## config.mk

```make
export PLATFORM = sky130hd
export DESIGN_NAME = annexb_nal_start_code_scanner_flat
export DESIGN_NICKNAME = d
export VERILOG_FILES = /design/src/hw/rtl/ansc_pkg.sv /design/src/hw/rtl/ansc_byte_if.sv /design/src/hw/rtl/ansc_nal_if.sv /design/src/hw/rtl/annexb_nal_start_code_scanner.sv /design/src/hw/rtl/ansc_scan.sv /design/src/hw/rtl/ansc_fifo.sv /design/src/flat_wrapper.sv
export SDC_FILE = /design/constraint.sdc
export NUM_CORES = 1
export LEC_CHECK = 0
export BUFFER_PORTS_ARGS = -buffer_cell sky130_fd_sc_hd__buf_4
export CELL_PAD_IN_SITES_DETAIL_PLACEMENT = 1
export CELL_PAD_IN_SITES_GLOBAL_PLACEMENT = 1
export CORE_MARGIN = 4
export CORE_UTILIZATION = 40
export DETAILED_ROUTE_END_ITERATION = 6
export GPL_TIMING_DRIVEN = 1
export PLACE_DENSITY_LB_ADDON = 0.1
export RECOVER_POWER = 50
export SYNTH_ARGS = -nofsm -noshare
export SYNTH_HDL_FRONTEND = slang
export SYNTH_HIERARCHICAL = 1
export SYNTH_SLANG_ARGS = --single-unit
export TNS_END_PERCENT = 30
```

## constraint.sdc

```tcl
create_clock -name clk -period 9.7 [get_ports clk]
set_clock_uncertainty 0.15 [all_clocks]
set_input_delay 2.425 -clock clk [delete_from_list [all_inputs] [get_ports clk]]
set_output_delay 2.425 -clock clk [all_outputs]
set_load 0.01 [all_outputs]
```

## src/hw/rtl/ansc_pkg.sv

```systemverilog
package ansc_pkg;

	localparam int unsigned MAX_FRAME_BYTES = 4194304;
	localparam int unsigned POS_W = 23;
	localparam int unsigned EXT_W = POS_W + 1;

	localparam logic [4:0] NAL_TYPE_MASK = 5'h1F;
	localparam logic [4:0] NAL_TYPE_IDR = 5'h05;
	localparam logic [7:0] START_MARK = 8'h01;
	localparam logic [2:0] START_ZEROS = 3'd3;
	localparam logic [2:0] ZERO_RUN_MAX = 3'd4;

	localparam logic [POS_W-1:0] POS_LAST = POS_W'(MAX_FRAME_BYTES - 1);

	// result queue: room for two items in flight, each with up to two results
	localparam int unsigned FIFO_DEPTH = 8;
	localparam int unsigned FIFO_AW = $clog2(FIFO_DEPTH);
	localparam int unsigned FIFO_CW = FIFO_AW + 1;
	localparam logic [FIFO_CW-1:0] FIFO_ROOM = FIFO_CW'(FIFO_DEPTH - 4);

	typedef struct packed {
		logic             nal_valid;
		logic [POS_W-1:0] nal_offset;
		logic [POS_W-1:0] nal_length;
		logic             key_frame;
		logic             frame_end;
	} nal_res_t;

	typedef struct packed {
		logic [1:0] n;
		nal_res_t   r0;
		nal_res_t   r1;
	} push_t;

endpackage

```

## src/hw/rtl/ansc_byte_if.sv

```systemverilog
interface ansc_byte_if;
	import ansc_pkg::*;

	logic       valid;
	logic       ready;
	logic [7:0] data_byte;
	logic       final_byte;

	modport source (output valid, output data_byte, output final_byte, input ready);
	modport sink (input valid, input data_byte, input final_byte, output ready);

endinterface

```

## src/hw/rtl/ansc_nal_if.sv

```systemverilog
interface ansc_nal_if;
	import ansc_pkg::*;

	logic             valid;
	logic             ready;
	logic             nal_valid;
	logic [POS_W-1:0] nal_offset;
	logic [POS_W-1:0] nal_length;
	logic             key_frame;
	logic             frame_end;

	modport source (output valid, output nal_valid, output nal_offset, output nal_length,
		output key_frame, output frame_end, input ready);
	modport sink (input valid, input nal_valid, input nal_offset, input nal_length,
		input key_frame, input frame_end, output ready);

endinterface

```

## src/hw/rtl/annexb_nal_start_code_scanner.sv

```systemverilog
// Annex B start code scanner: takes one byte of an encoded H.264 frame per transfer on
// bytes, with final_byte set on the frame's last byte, and reports each NAL unit as an
// offset (just after its four-byte start code) and a length on results. Each start code
// after the first reports the unit before it; the last byte reports the open unit, or a
// result with nal_valid low if no start code was seen, with frame_end set and key_frame
// high if an IDR header (type 5) was found. A byte is taken every cycle while bytes.ready
// is high; it passes an input register and combinational scan logic into an eight-entry
// result queue that holds each result until it is taken. bytes.ready drops only when
// the result queue holds more than four entries waiting to be taken.
module annexb_nal_start_code_scanner
	import ansc_pkg::*;
(
	input  logic        clk,
	input  logic        arst_n,
	ansc_byte_if.sink   bytes,
	ansc_nal_if.source  results
);

	push_t push;
	logic  room;

	ansc_scan u_scan (
		.clk    (clk),
		.arst_n (arst_n),
		.bytes  (bytes),
		.room   (room),
		.push   (push)
	);

	ansc_fifo u_fifo (
		.clk     (clk),
		.arst_n  (arst_n),
		.push    (push),
		.room    (room),
		.results (results)
	);

endmodule

```

## src/hw/rtl/ansc_scan.sv

```systemverilog
module ansc_scan
	import ansc_pkg::*;
(
	input  logic          clk,
	input  logic          arst_n,
	ansc_byte_if.sink     bytes,
	input  logic          room,
	output push_t         push
);

	logic             valid_s1;
	logic [7:0]       data_s1;
	logic             final_s1;

	logic [POS_W-1:0] pos_q;
	logic [2:0]       zrun_q;
	logic [POS_W-1:0] start_q;
	logic             key_q;

	logic             accept;
	logic             hdr_idr;
	logic             key_n;
	logic             sc;
	logic [POS_W-1:0] start_n;
	logic [EXT_W-1:0] pos_ext;
	logic [EXT_W-1:0] pos_p1;
	logic [EXT_W-1:0] start3;
	logic [EXT_W-1:0] start_n_ext;
	logic [EXT_W-1:0] len_mid;
	logic [EXT_W-1:0] len_last;
	nal_res_t         res_mid;
	nal_res_t         res_last;
	logic             mid_en;

	assign bytes.ready = room;
	assign accept = bytes.valid & room;

	always_ff @(posedge clk or negedge arst_n) begin
		if (!arst_n) begin
			valid_s1 <= 1'b0;
		end else begin
			valid_s1 <= accept;
		end
	end

	always_ff @(posedge clk) begin
		if (accept) begin
			data_s1 <= bytes.data_byte;
			final_s1 <= bytes.final_byte;
		end
	end

	always_comb begin
		hdr_idr = (pos_q != '0) && (pos_q == start_q) &&
			((data_s1[4:0] & NAL_TYPE_MASK) == NAL_TYPE_IDR);
		key_n = key_q | hdr_idr;
		sc = (data_s1 == START_MARK) && (zrun_q == START_ZEROS);
		mid_en = sc && (start_q != '0);
		start_n = sc ? (pos_q + 1'b1) : start_q;

		pos_ext = {1'b0, pos_q};
		pos_p1 = pos_ext + 1'b1;
		start3 = {1'b0, start_q} + EXT_W'(START_ZEROS);
		start_n_ext = {1'b0, start_n};
		len_mid = (pos_ext > start3) ? (pos_ext - start3) : '0;
		len_last = (pos_p1 > start_n_ext) ? (pos_p1 - start_n_ext) : '0;

		res_mid.nal_valid = 1'b1;
		res_mid.nal_offset = start_q;
		res_mid.nal_length = len_mid[POS_W-1:0];
		res_mid.key_frame = 1'b0;
		res_mid.frame_end = 1'b0;

		res_last.nal_valid = (start_n != '0);
		res_last.nal_offset = (start_n != '0) ? start_n : '0;
		res_last.nal_length = (start_n != '0) ? len_last[POS_W-1:0] : '0;
		res_last.key_frame = key_n;
		res_last.frame_end = 1'b1;

		push.r0 = mid_en ? res_mid : res_last;
		push.r1 = res_last;
		if (!valid_s1) begin
			push.n = 2'd0;
		end else begin
			push.n = 2'(mid_en) + 2'(final_s1);
		end
	end

	always_ff @(posedge clk or negedge arst_n) begin
		if (!arst_n) begin
			pos_q <= '0;
			zrun_q <= '0;
			start_q <= '0;
			key_q <= 1'b0;
		end else if (valid_s1) begin
			if (final_s1) begin
				pos_q <= '0;
				zrun_q <= '0;
				start_q <= '0;
				key_q <= 1'b0;
			end else begin
				if (pos_q < POS_LAST) begin
					pos_q <= pos_q + 1'b1;
				end
				if (data_s1 == 8'h00) begin
					if (zrun_q < ZERO_RUN_MAX) begin
						zrun_q <= zrun_q + 1'b1;
					end
				end else begin
					zrun_q <= '0;
				end
				start_q <= start_n;
				key_q <= key_n;
			end
		end
	end

endmodule

```

## src/hw/rtl/ansc_fifo.sv

```systemverilog
module ansc_fifo
	import ansc_pkg::*;
(
	input  logic        clk,
	input  logic        arst_n,
	input  push_t       push,
	output logic        room,
	ansc_nal_if.source  results
);

	nal_res_t           mem_q [FIFO_DEPTH];
	logic [FIFO_AW-1:0] head_q;
	logic [FIFO_AW-1:0] tail_q;
	logic [FIFO_CW-1:0] count_q;
	logic               pop;
	nal_res_t           head_res;

	assign pop = results.valid & results.ready;
	// worst case: item in the input register plus the one being taken
	assign room = (count_q <= FIFO_ROOM);

	assign head_res = mem_q[head_q];
	assign results.valid = (count_q != '0);
	assign results.nal_valid = head_res.nal_valid;
	assign results.nal_offset = head_res.nal_offset;
	assign results.nal_length = head_res.nal_length;
	assign results.key_frame = head_res.key_frame;
	assign results.frame_end = head_res.frame_end;

	always_ff @(posedge clk) begin
		if (push.n != 2'd0) begin
			mem_q[tail_q] <= push.r0;
		end
		if (push.n == 2'd2) begin
			mem_q[tail_q + 1'b1] <= push.r1;
		end
	end

	always_ff @(posedge clk or negedge arst_n) begin
		if (!arst_n) begin
			head_q <= '0;
			tail_q <= '0;
			count_q <= '0;
		end else begin
			tail_q <= tail_q + FIFO_AW'(push.n);
			if (pop) begin
				head_q <= head_q + 1'b1;
			end
			count_q <= count_q + FIFO_CW'(push.n) - FIFO_CW'(pop);
		end
	end

endmodule
```

## src/flat_wrapper.sv

```systemverilog
// flat-port wrapper written by rule: the top's interface ports become plain ports
module annexb_nal_start_code_scanner_flat import ansc_pkg::*;
  (clk, arst_n, bytes_valid, bytes_data_byte, bytes_final_byte, bytes_ready, results_valid, results_nal_valid, results_nal_offset, results_nal_length, results_key_frame, results_frame_end, results_ready);
  ansc_byte_if bytes_i ();
  ansc_nal_if results_i ();
  input  logic clk;
  input  logic arst_n;
  input wire logic [$bits(bytes_i.valid)-1:0] bytes_valid;
  input wire logic [$bits(bytes_i.data_byte)-1:0] bytes_data_byte;
  input wire logic [$bits(bytes_i.final_byte)-1:0] bytes_final_byte;
  output wire logic [$bits(bytes_i.ready)-1:0] bytes_ready;
  output wire logic [$bits(results_i.valid)-1:0] results_valid;
  output wire logic [$bits(results_i.nal_valid)-1:0] results_nal_valid;
  output wire logic [$bits(results_i.nal_offset)-1:0] results_nal_offset;
  output wire logic [$bits(results_i.nal_length)-1:0] results_nal_length;
  output wire logic [$bits(results_i.key_frame)-1:0] results_key_frame;
  output wire logic [$bits(results_i.frame_end)-1:0] results_frame_end;
  input wire logic [$bits(results_i.ready)-1:0] results_ready;
  assign bytes_i.valid = bytes_valid;
  assign bytes_i.data_byte = bytes_data_byte;
  assign bytes_i.final_byte = bytes_final_byte;
  assign bytes_ready = bytes_i.ready;
  assign results_valid = results_i.valid;
  assign results_nal_valid = results_i.nal_valid;
  assign results_nal_offset = results_i.nal_offset;
  assign results_nal_length = results_i.nal_length;
  assign results_key_frame = results_i.key_frame;
  assign results_frame_end = results_i.frame_end;
  assign results_i.ready = results_ready;
  annexb_nal_start_code_scanner u_core (.clk(clk), .arst_n(arst_n), .bytes(bytes_i), .results(results_i));
endmodule
```

==> impl_metrics.env, run 1 <==
export IMPL_io_buffers=63
export IMPL_synth_top_flop_cell="edfxtp_1"
export IMPL_initial_core_util_pct=40.30
export IMPL_fillers=6958
export IMPL_cp_end_kind="register"
export IMPL_tightestPinTransition_ns=4.515
export IMPL_synthCells=2129
export IMPL_final_nets=2212
export IMPL_first_iter_violations=1530
export IMPL_failed_checks="max-capacitance violations, max-slew violations"
export IMPL_path_class="register to register"
export IMPL_multi_input_area_sq_um=13180
export IMPL_final_cell_mix="mux2_2 (444), edfxtp_1 (401), nand2_1 (106)"
export IMPL_crit_buf_inv=3
export IMPL_seqCellArea_sq_um=13570
export IMPL_hp_class="register to register"
export IMPL_syn_num_nets=2198
export IMPL_post_cts_buffers=0
export IMPL_ys_ff_latch=462
export IMPL_grt_pass1_wl_mm=135.0
export IMPL_synth_top_area_share_pct=43.57
export IMPL_grt_usage_pct=24.33
export IMPL_cts_root_buf="clkbuf_16"
export IMPL_layout_commonest_cell="mux2_2"
export IMPL_cts_buffer_depth=3
export IMPL_fmax_mhz=117.9
export IMPL_cts_buffers_inserted=54
export IMPL_dieArea_sq_um=73370
export IMPL_fin_tns_setup_ns=0
export IMPL_cp_arrival_ns=8.67
export IMPL_core_area_sq_um=68590
export IMPL_clock_latency_ns=0.61
export IMPL_grt_max_degree=62
export IMPL_remaining_drc_errors=0
export IMPL_dieHeight_um=270.9
export IMPL_synth_cell_types=81
export IMPL_grt_remaining_overflow=0
export IMPL_h_tree_depth=2
export IMPL_p_leak_nw=11.49
export IMPL_critPathTopFamily="buffers and inverters"
export IMPL_cts_tree="yes"
export IMPL_status="complete, but fails checks"
export IMPL_crit_chain="or4_1 > nor2_1 > nand3_1 > o31ai_1 > clkbuf_1 > inv_1 > ha_1 > and2_0 > nand4b_1 > nor2_4 > clkbuf_1 > mux2_2"
export IMPL_postSynthAreaPerCell_sq_um=12.98
export IMPL_rsz0062_at_grt="no"
export IMPL_yosysTopAreaCell="edfxtp_1"
export IMPL_ctsHoldBuffers=0
export IMPL_finalCritPeriodShare_pct=87.44
export IMPL_clk_pin_slew_ns=0.06
export IMPL_first_pass_iters=5
export IMPL_via_count=18690
export IMPL_synth_edf_count=401
export IMPL_powerDensity_nw_per_um2=204.8
export IMPL_seq_area_frac_synth_pct=49.09
export IMPL_fin_ws_ns=1.218
export IMPL_cp_start_kind="register"
export IMPL_cp_required_ns=9.89
export IMPL_pre_cts_slack_ns=2.688
export IMPL_finalHoldViolations=0
export IMPL_synth_area_sq_um=27640
export IMPL_ios=64
export IMPL_syn2layout_area_growth_pct=11.28
export IMPL_grt_pass1_vias=20040
export IMPL_slowest_delay_ns=3.12
export IMPL_antenna_found_initial=0
export IMPL_drive_above_1_share_pct=33.87
export IMPL_slew_violations=587
export IMPL_setup_viol=0
export IMPL_fin_crit_ns=8.482
export IMPL_slew_headroom_pct=-201.0
export IMPL_placementRows=96
export IMPL_dieWidth_um=270.9
export IMPL_cpMostUsedCell="clkbuf_1"
export IMPL_max_cap_violations=15
export IMPL_vias_per_cell=5.999
export IMPL_dp_hpwl_mm=56.88
export IMPL_async_reset_ff_share_pct=13.20
export IMPL_cts_resized=0
export IMPL_diodes=0
export IMPL_routed_wl_mm=90.16
export IMPL_ys_top_cells_by_area="edfxtp_1 (44%), mux2_2 (18%), mux4_2 (8.0%)"
export IMPL_ys_warn_count=6
export IMPL_antenna_left=0
export IMPL_place_congestion=0.9596
export IMPL_wl_per_cell_um=28.94
export IMPL_clock_sinks=462
export IMPL_cp_slowest_cell="clkbuf_1"
export IMPL_path_max_fanout=49
export IMPL_irDropWorstVdd_mv=0.2133
[routing by layer]
metal / track usage, % / wire length, um / part of all wire, % / vias to the layer above
met5: 0 / 0 / 0 / -
li1: - / - / - / 8246
met3: 2.519 / 3548 / 3.9 / 104
met4: 5.173 / 1925 / 2.1 / 0
met2: 40.24 / 43450 / 48 / 442
met1: 34.98 / 41240 / 46 / 9902
[cells in the mapped netlist (9+ instances only)]
| master | n |
|---|---|
| mux2_2 | 446 |
| edfxtp_1 | 401 |
| nand2_1 | 108 |
| mux4_2 | 98 |
| nor2_1 | 96 |
| inv_1 | 87 |
| xnor2_1 | 78 |
| o21ai_0 | 75 |
| clkbuf_1 | 69 |
| buf_2 | 63 |
| dfrtp_1 | 61 |
| o22ai_1 | 53 |
| a21oi_1 | 52 |
| ha_1 | 52 |
| nand3_1 | 35 |
| xor2_1 | 32 |
| nor3_1 | 30 |
| nand4_1 | 26 |
| a21o_1 | 23 |
| nor4_1 | 20 |
| o31ai_1 | 19 |
| a31oi_1 | 18 |
| or3_1 | 11 |
| nor2b_1 | 9 |
[cell families (layout without fill, tap and decap cells)]
group | Yosys count | after routing | synth area share, %
AOI/OAI and AO/OA | 316 | 316 | 7.537
xor gates and xnor gates | 110 | 110 | 3.486
adders and majority gates | 60 | 60 | 2.789
buffers and inverters | 236 | 292 | 3.698
DFF | 462 | 462 | 49.09
muxes | 547 | 547 | 26.27
other | 1 | 1 | 0.01357
and+or+nand+nor | 397 | 397 | 7.121
[worst paths after layout]
path	startpoint	end	slack, ns	depth (start not counted)
max reg2reg	u_core/u_scan/start_q[11]$_DFFE_PN0P_	u_core/u_fifo/mem_q[2][17]$_DFFE_PP_	1.22	12
min	u_core/u_scan/zrun_q[1]$_DFFE_PN0P_	u_core/u_scan/zrun_q[1]$_DFFE_PN0P_	0.36	1
min reg2reg	u_core/u_scan/zrun_q[1]$_DFFE_PN0P_	u_core/u_scan/zrun_q[1]$_DFFE_PN0P_	0.36	1
max	u_core/u_scan/start_q[11]$_DFFE_PN0P_	u_core/u_fifo/mem_q[2][17]$_DFFE_PP_	1.22	12
max in group asynchronous	arst_n	u_core/u_fifo/head_q[0]$_DFFE_PN0P_	3.57	1
min in group asynchronous	arst_n	u_core/u_scan/start_q[21]$_DFFE_PN0P_	3.06	1
[area by class of cell]
| cell class | count | share of cell area (%) |
|---|---|---|
| flip-flops and latches | 462 | 44.13 |
| clock buffers | 61 | 4.548 |
| well taps | 931 | 3.787 |
| clock inverters | 37 | 1.269 |
| repair buffers | 107 | 2.335 |
| multi-input cells | 1431 | 42.87 |
| inverters | 87 | 1.062 |
[per-stage QoR]
step	std cells	area, sq um	power [mW]	hold WS, ns	utilization [%]
2_1_floorplan	2129	27640	3.578	0.3200	-
3_3_place_gp	3018	29100	4.271	0.3414	42.42
3_5_place_dp	3018	29100	4.294	0.3490	42.42
4_1_cts	3116	30880	6.384	0.3667	45.03
5_1_grt	3116	30760	6.596	0.3993	44.84
6_report	3116	30760	6.299	0.3646	44.84
[flip-flops by register name, indices dropped and copies added, names as in the netlist]
signal / count
u_core/u_fifo/count_q: 4
u_core/u_fifo/head_q: 3
u_core/u_fifo/mem_q: 392
u_core/u_fifo/tail_q: 3
u_core/u_scan/data_s1: 8
u_core/u_scan/final_s1: 1
u_core/u_scan/key_q: 1
u_core/u_scan/pos_q: 23
u_core/u_scan/start_q: 23
u_core/u_scan/valid_s1: 1
u_core/u_scan/zrun_q: 3
[power breakdown]
part | switching, mW | internal [mW]
sequential | 0.142 | 2.27
combinational | 0.964 | 0.853
clock | 0.850 | 1.22
Note: power is estimated with default switching activity, not from simulation.
==> run 2: changes to the inputs <==
Settings changed: BUFFER_PORTS_ARGS -buffer_cell sky130_fd_sc_hd__buf_4 to not set, DONT_BUFFER_PORTS set to 1, SLEW_MARGIN set to 20.
==> run 2 against run 1 <==
  * The flow still finishes with violations (max-capacitance violations, max-slew violations)
  * Maximum frequency is 2.4% higher
  * Core utilization is 0.62 points lower
  * Power is 4.4% lower
  * Clock power is 3% lower
  * Wire length is 1.3% higher
  * Sequential power is 2% higher
==> impl_metrics.env, run 2 (synthesis gave the netlist of run 1 again) <==
export IMPL_status="complete, but fails checks"
export IMPL_failed_checks="max-capacitance violations, max-slew violations"
export IMPL_crit_start="u_core/u_scan/data_s1[4]$_DFFE_PP_"
export IMPL_clock_sinks=462
export IMPL_antenna_left=0
export IMPL_cts_root_buf="clkbuf_16"
export IMPL_via_count=18480
export IMPL_grt_pass1_vias=19770
export IMPL_wl_per_cell_um=29.88
export IMPL_largest_reg_flops=392
export IMPL_layout_commonest_cell="edfxtp_1"
export IMPL_grt_usage_pct=24.64
export IMPL_powerDensity_nw_per_um2=198.6
export IMPL_finalHoldViolations=0
export IMPL_rsz0062_at_grt="no"
export IMPL_cp_end_kind="register"
export IMPL_reg2reg_from="u_core/u_scan/data_s1[4]$_DFFE_PP_"
export IMPL_path_max_fanout=32
export IMPL_diodes=0
export IMPL_clock_latency_ns=0.62
export IMPL_p_leak_nw=11.26
export IMPL_dieWidth_um=270.9
export IMPL_fmax_mhz=120.7
export IMPL_cts_tree="yes"
export IMPL_cp_required_ns=9.91
export IMPL_slew_headroom_pct=-47.25
export IMPL_core_area_sq_um=68590
export IMPL_largest_register="u_core/u_fifo/mem_q"
export IMPL_placementRows=96
export IMPL_drive_above_1_share_pct=30.48
export IMPL_fin_tns_setup_ns=0
export IMPL_routed_wl_mm=91.34
export IMPL_grt_pass1_wl_mm=135.7
export IMPL_clk_pin_slew_ns=0.06
export IMPL_grt_max_degree=62
export IMPL_fillers=6954
export IMPL_fin_util_pct=44.22
export IMPL_top_regs="u_core/u_fifo/mem_q x392, u_core/u_scan/pos_q x23, u_core/u_scan/start_q x23"
export IMPL_remaining_drc_errors=0
export IMPL_initial_core_util_pct=40.30
export IMPL_post_cts_buffers=0
export IMPL_finalCritPeriodShare_pct=85.41
export IMPL_path_class="register to register"
export IMPL_ctsHoldBuffers=0
export IMPL_h_tree_depth=2
export IMPL_max_cap_violations=7
export IMPL_place_area_sq_um=28640
export IMPL_cp_arrival_ns=8.49
export IMPL_holdCritStartpoint="u_core/u_scan/zrun_q[1]$_DFFE_PN0P_"
export IMPL_cp_start_kind="register"
export IMPL_grt_remaining_overflow=0
export IMPL_tightestPinTransition_ns=2.209
export IMPL_vias_per_cell=6.045
export IMPL_hp_class="register to register"
export IMPL_ios=64
export IMPL_dp_hpwl_mm=57.86
export IMPL_irDropWorstVdd_mv=0.1595
export IMPL_cts_buffer_depth=3
export IMPL_syn2layout_area_growth_pct=9.728
export IMPL_final_area_sq_um=30330
export IMPL_place_congestion=0.9512
export IMPL_fin_crit_ns=8.285
export IMPL_setup_viol=0
export IMPL_dieArea_sq_um=73370
export IMPL_io_buffers=0
export IMPL_final_nets=2149
export IMPL_dieHeight_um=270.9
export IMPL_cts_resized=0
export IMPL_antenna_found_initial=1
export IMPL_first_pass_iters=5
export IMPL_first_iter_violations=1507
export IMPL_cts_buffers_inserted=55
export IMPL_slew_violations=226
export IMPL_final_cell_mix="edfxtp_1 (401), mux2_2 (399), nand2_1 (104)"
[run 2: changes by cell type in the layout (fill, tap and decap cells not counted), sizes merged]
| cell | delta |
|---|---|
| buf | -43 |
| clkbuf | -7 |
| clkinv | -5 |
| bufinv | -4 |
| clkinvlp | -1 |
| inv | +1 |
[run 2: final cells by class]
class	count	area (sq um)	share of cell area [%]
Sequential cell	462	13580	44.76
Clock buffer	75	1491	4.918
Inverter	87	326.6	1.077
Tap cell	931	1165	3.841
Multi-Input combinational cell	1431	13230	43.64
Timing Repair Buffer	43	285.3	0.9406
Clock inverter	28	250.2	0.8251
[run 2: metrics by stage]
step                      power [mW]  hold slack, ns  std cells  setup WS, ns
after floorplan                3.578          0.3200       2129         2.447
after global placement         4.101          0.3439       2954         2.861
after detailed placement       4.118          0.3499       2954         2.731
after CTS                      6.153          0.3707       3057         2.688
after global routing           6.296          0.3909       3057         1.109
final                          6.022          0.3612       3057         1.415
[run 2: per-layer routing]
metal | track usage [%] | up-vias | routed length, um
li1 | - | 8128 | -
met1 | 35.08 | 9727 | 41130
met2 | 40.45 | 511 | 43540
met3 | 3.148 | 113 | 4466
met4 | 5.668 | 0 | 2206
met5 | 0 | - | 0
[run 2: worst max-delay path, stage by stage (launching register included)]
cell and delay [ns]:
edfxtp_1 0.42, or4_1 0.67, nor3_1 1.72, clkbuf_1 0.82, o31ai_1 0.17, buf_4 0.27
inv_1 0.23, ha_1 0.27, and2_0 0.28, nand4b_1 0.52, nor2_4 0.79, clkbuf_2 1.16
mux2_2 0.44
[run 2: final timing paths]
| check | slack [ns] | cells after the start | to |
|---|---|---|---|
| setup / recovery | 1.41 | 12 | u_core/u_fifo/mem_q[2][27]$_DFFE_PP_ |
| hold / removal | 0.36 | 1 | u_core/u_scan/zrun_q[1]$_DFFE_PN0P_ |
| setup reg to reg | 1.41 | 12 | u_core/u_fifo/mem_q[2][27]$_DFFE_PP_ |
| hold reg to reg | 0.36 | 1 | u_core/u_scan/zrun_q[1]$_DFFE_PN0P_ |
| max in group asynchronous | 7.89 | 0 | u_core/u_scan/start_q[2]$_DFFE_PN0P_ |
| min in group asynchronous | 1.36 | 0 | u_core/u_scan/start_q[14]$_DFFE_PN0P_ |
[run 2: power by group]
part | internal (mW) | total (mW) | switching (mW) | leakage, nW
logic | 0.638 | 1.55 | 0.909 | 5.87
clock network | 1.16 | 2.01 | 0.849 | 0.840
registers | 2.27 | 2.47 | 0.198 | 4.55
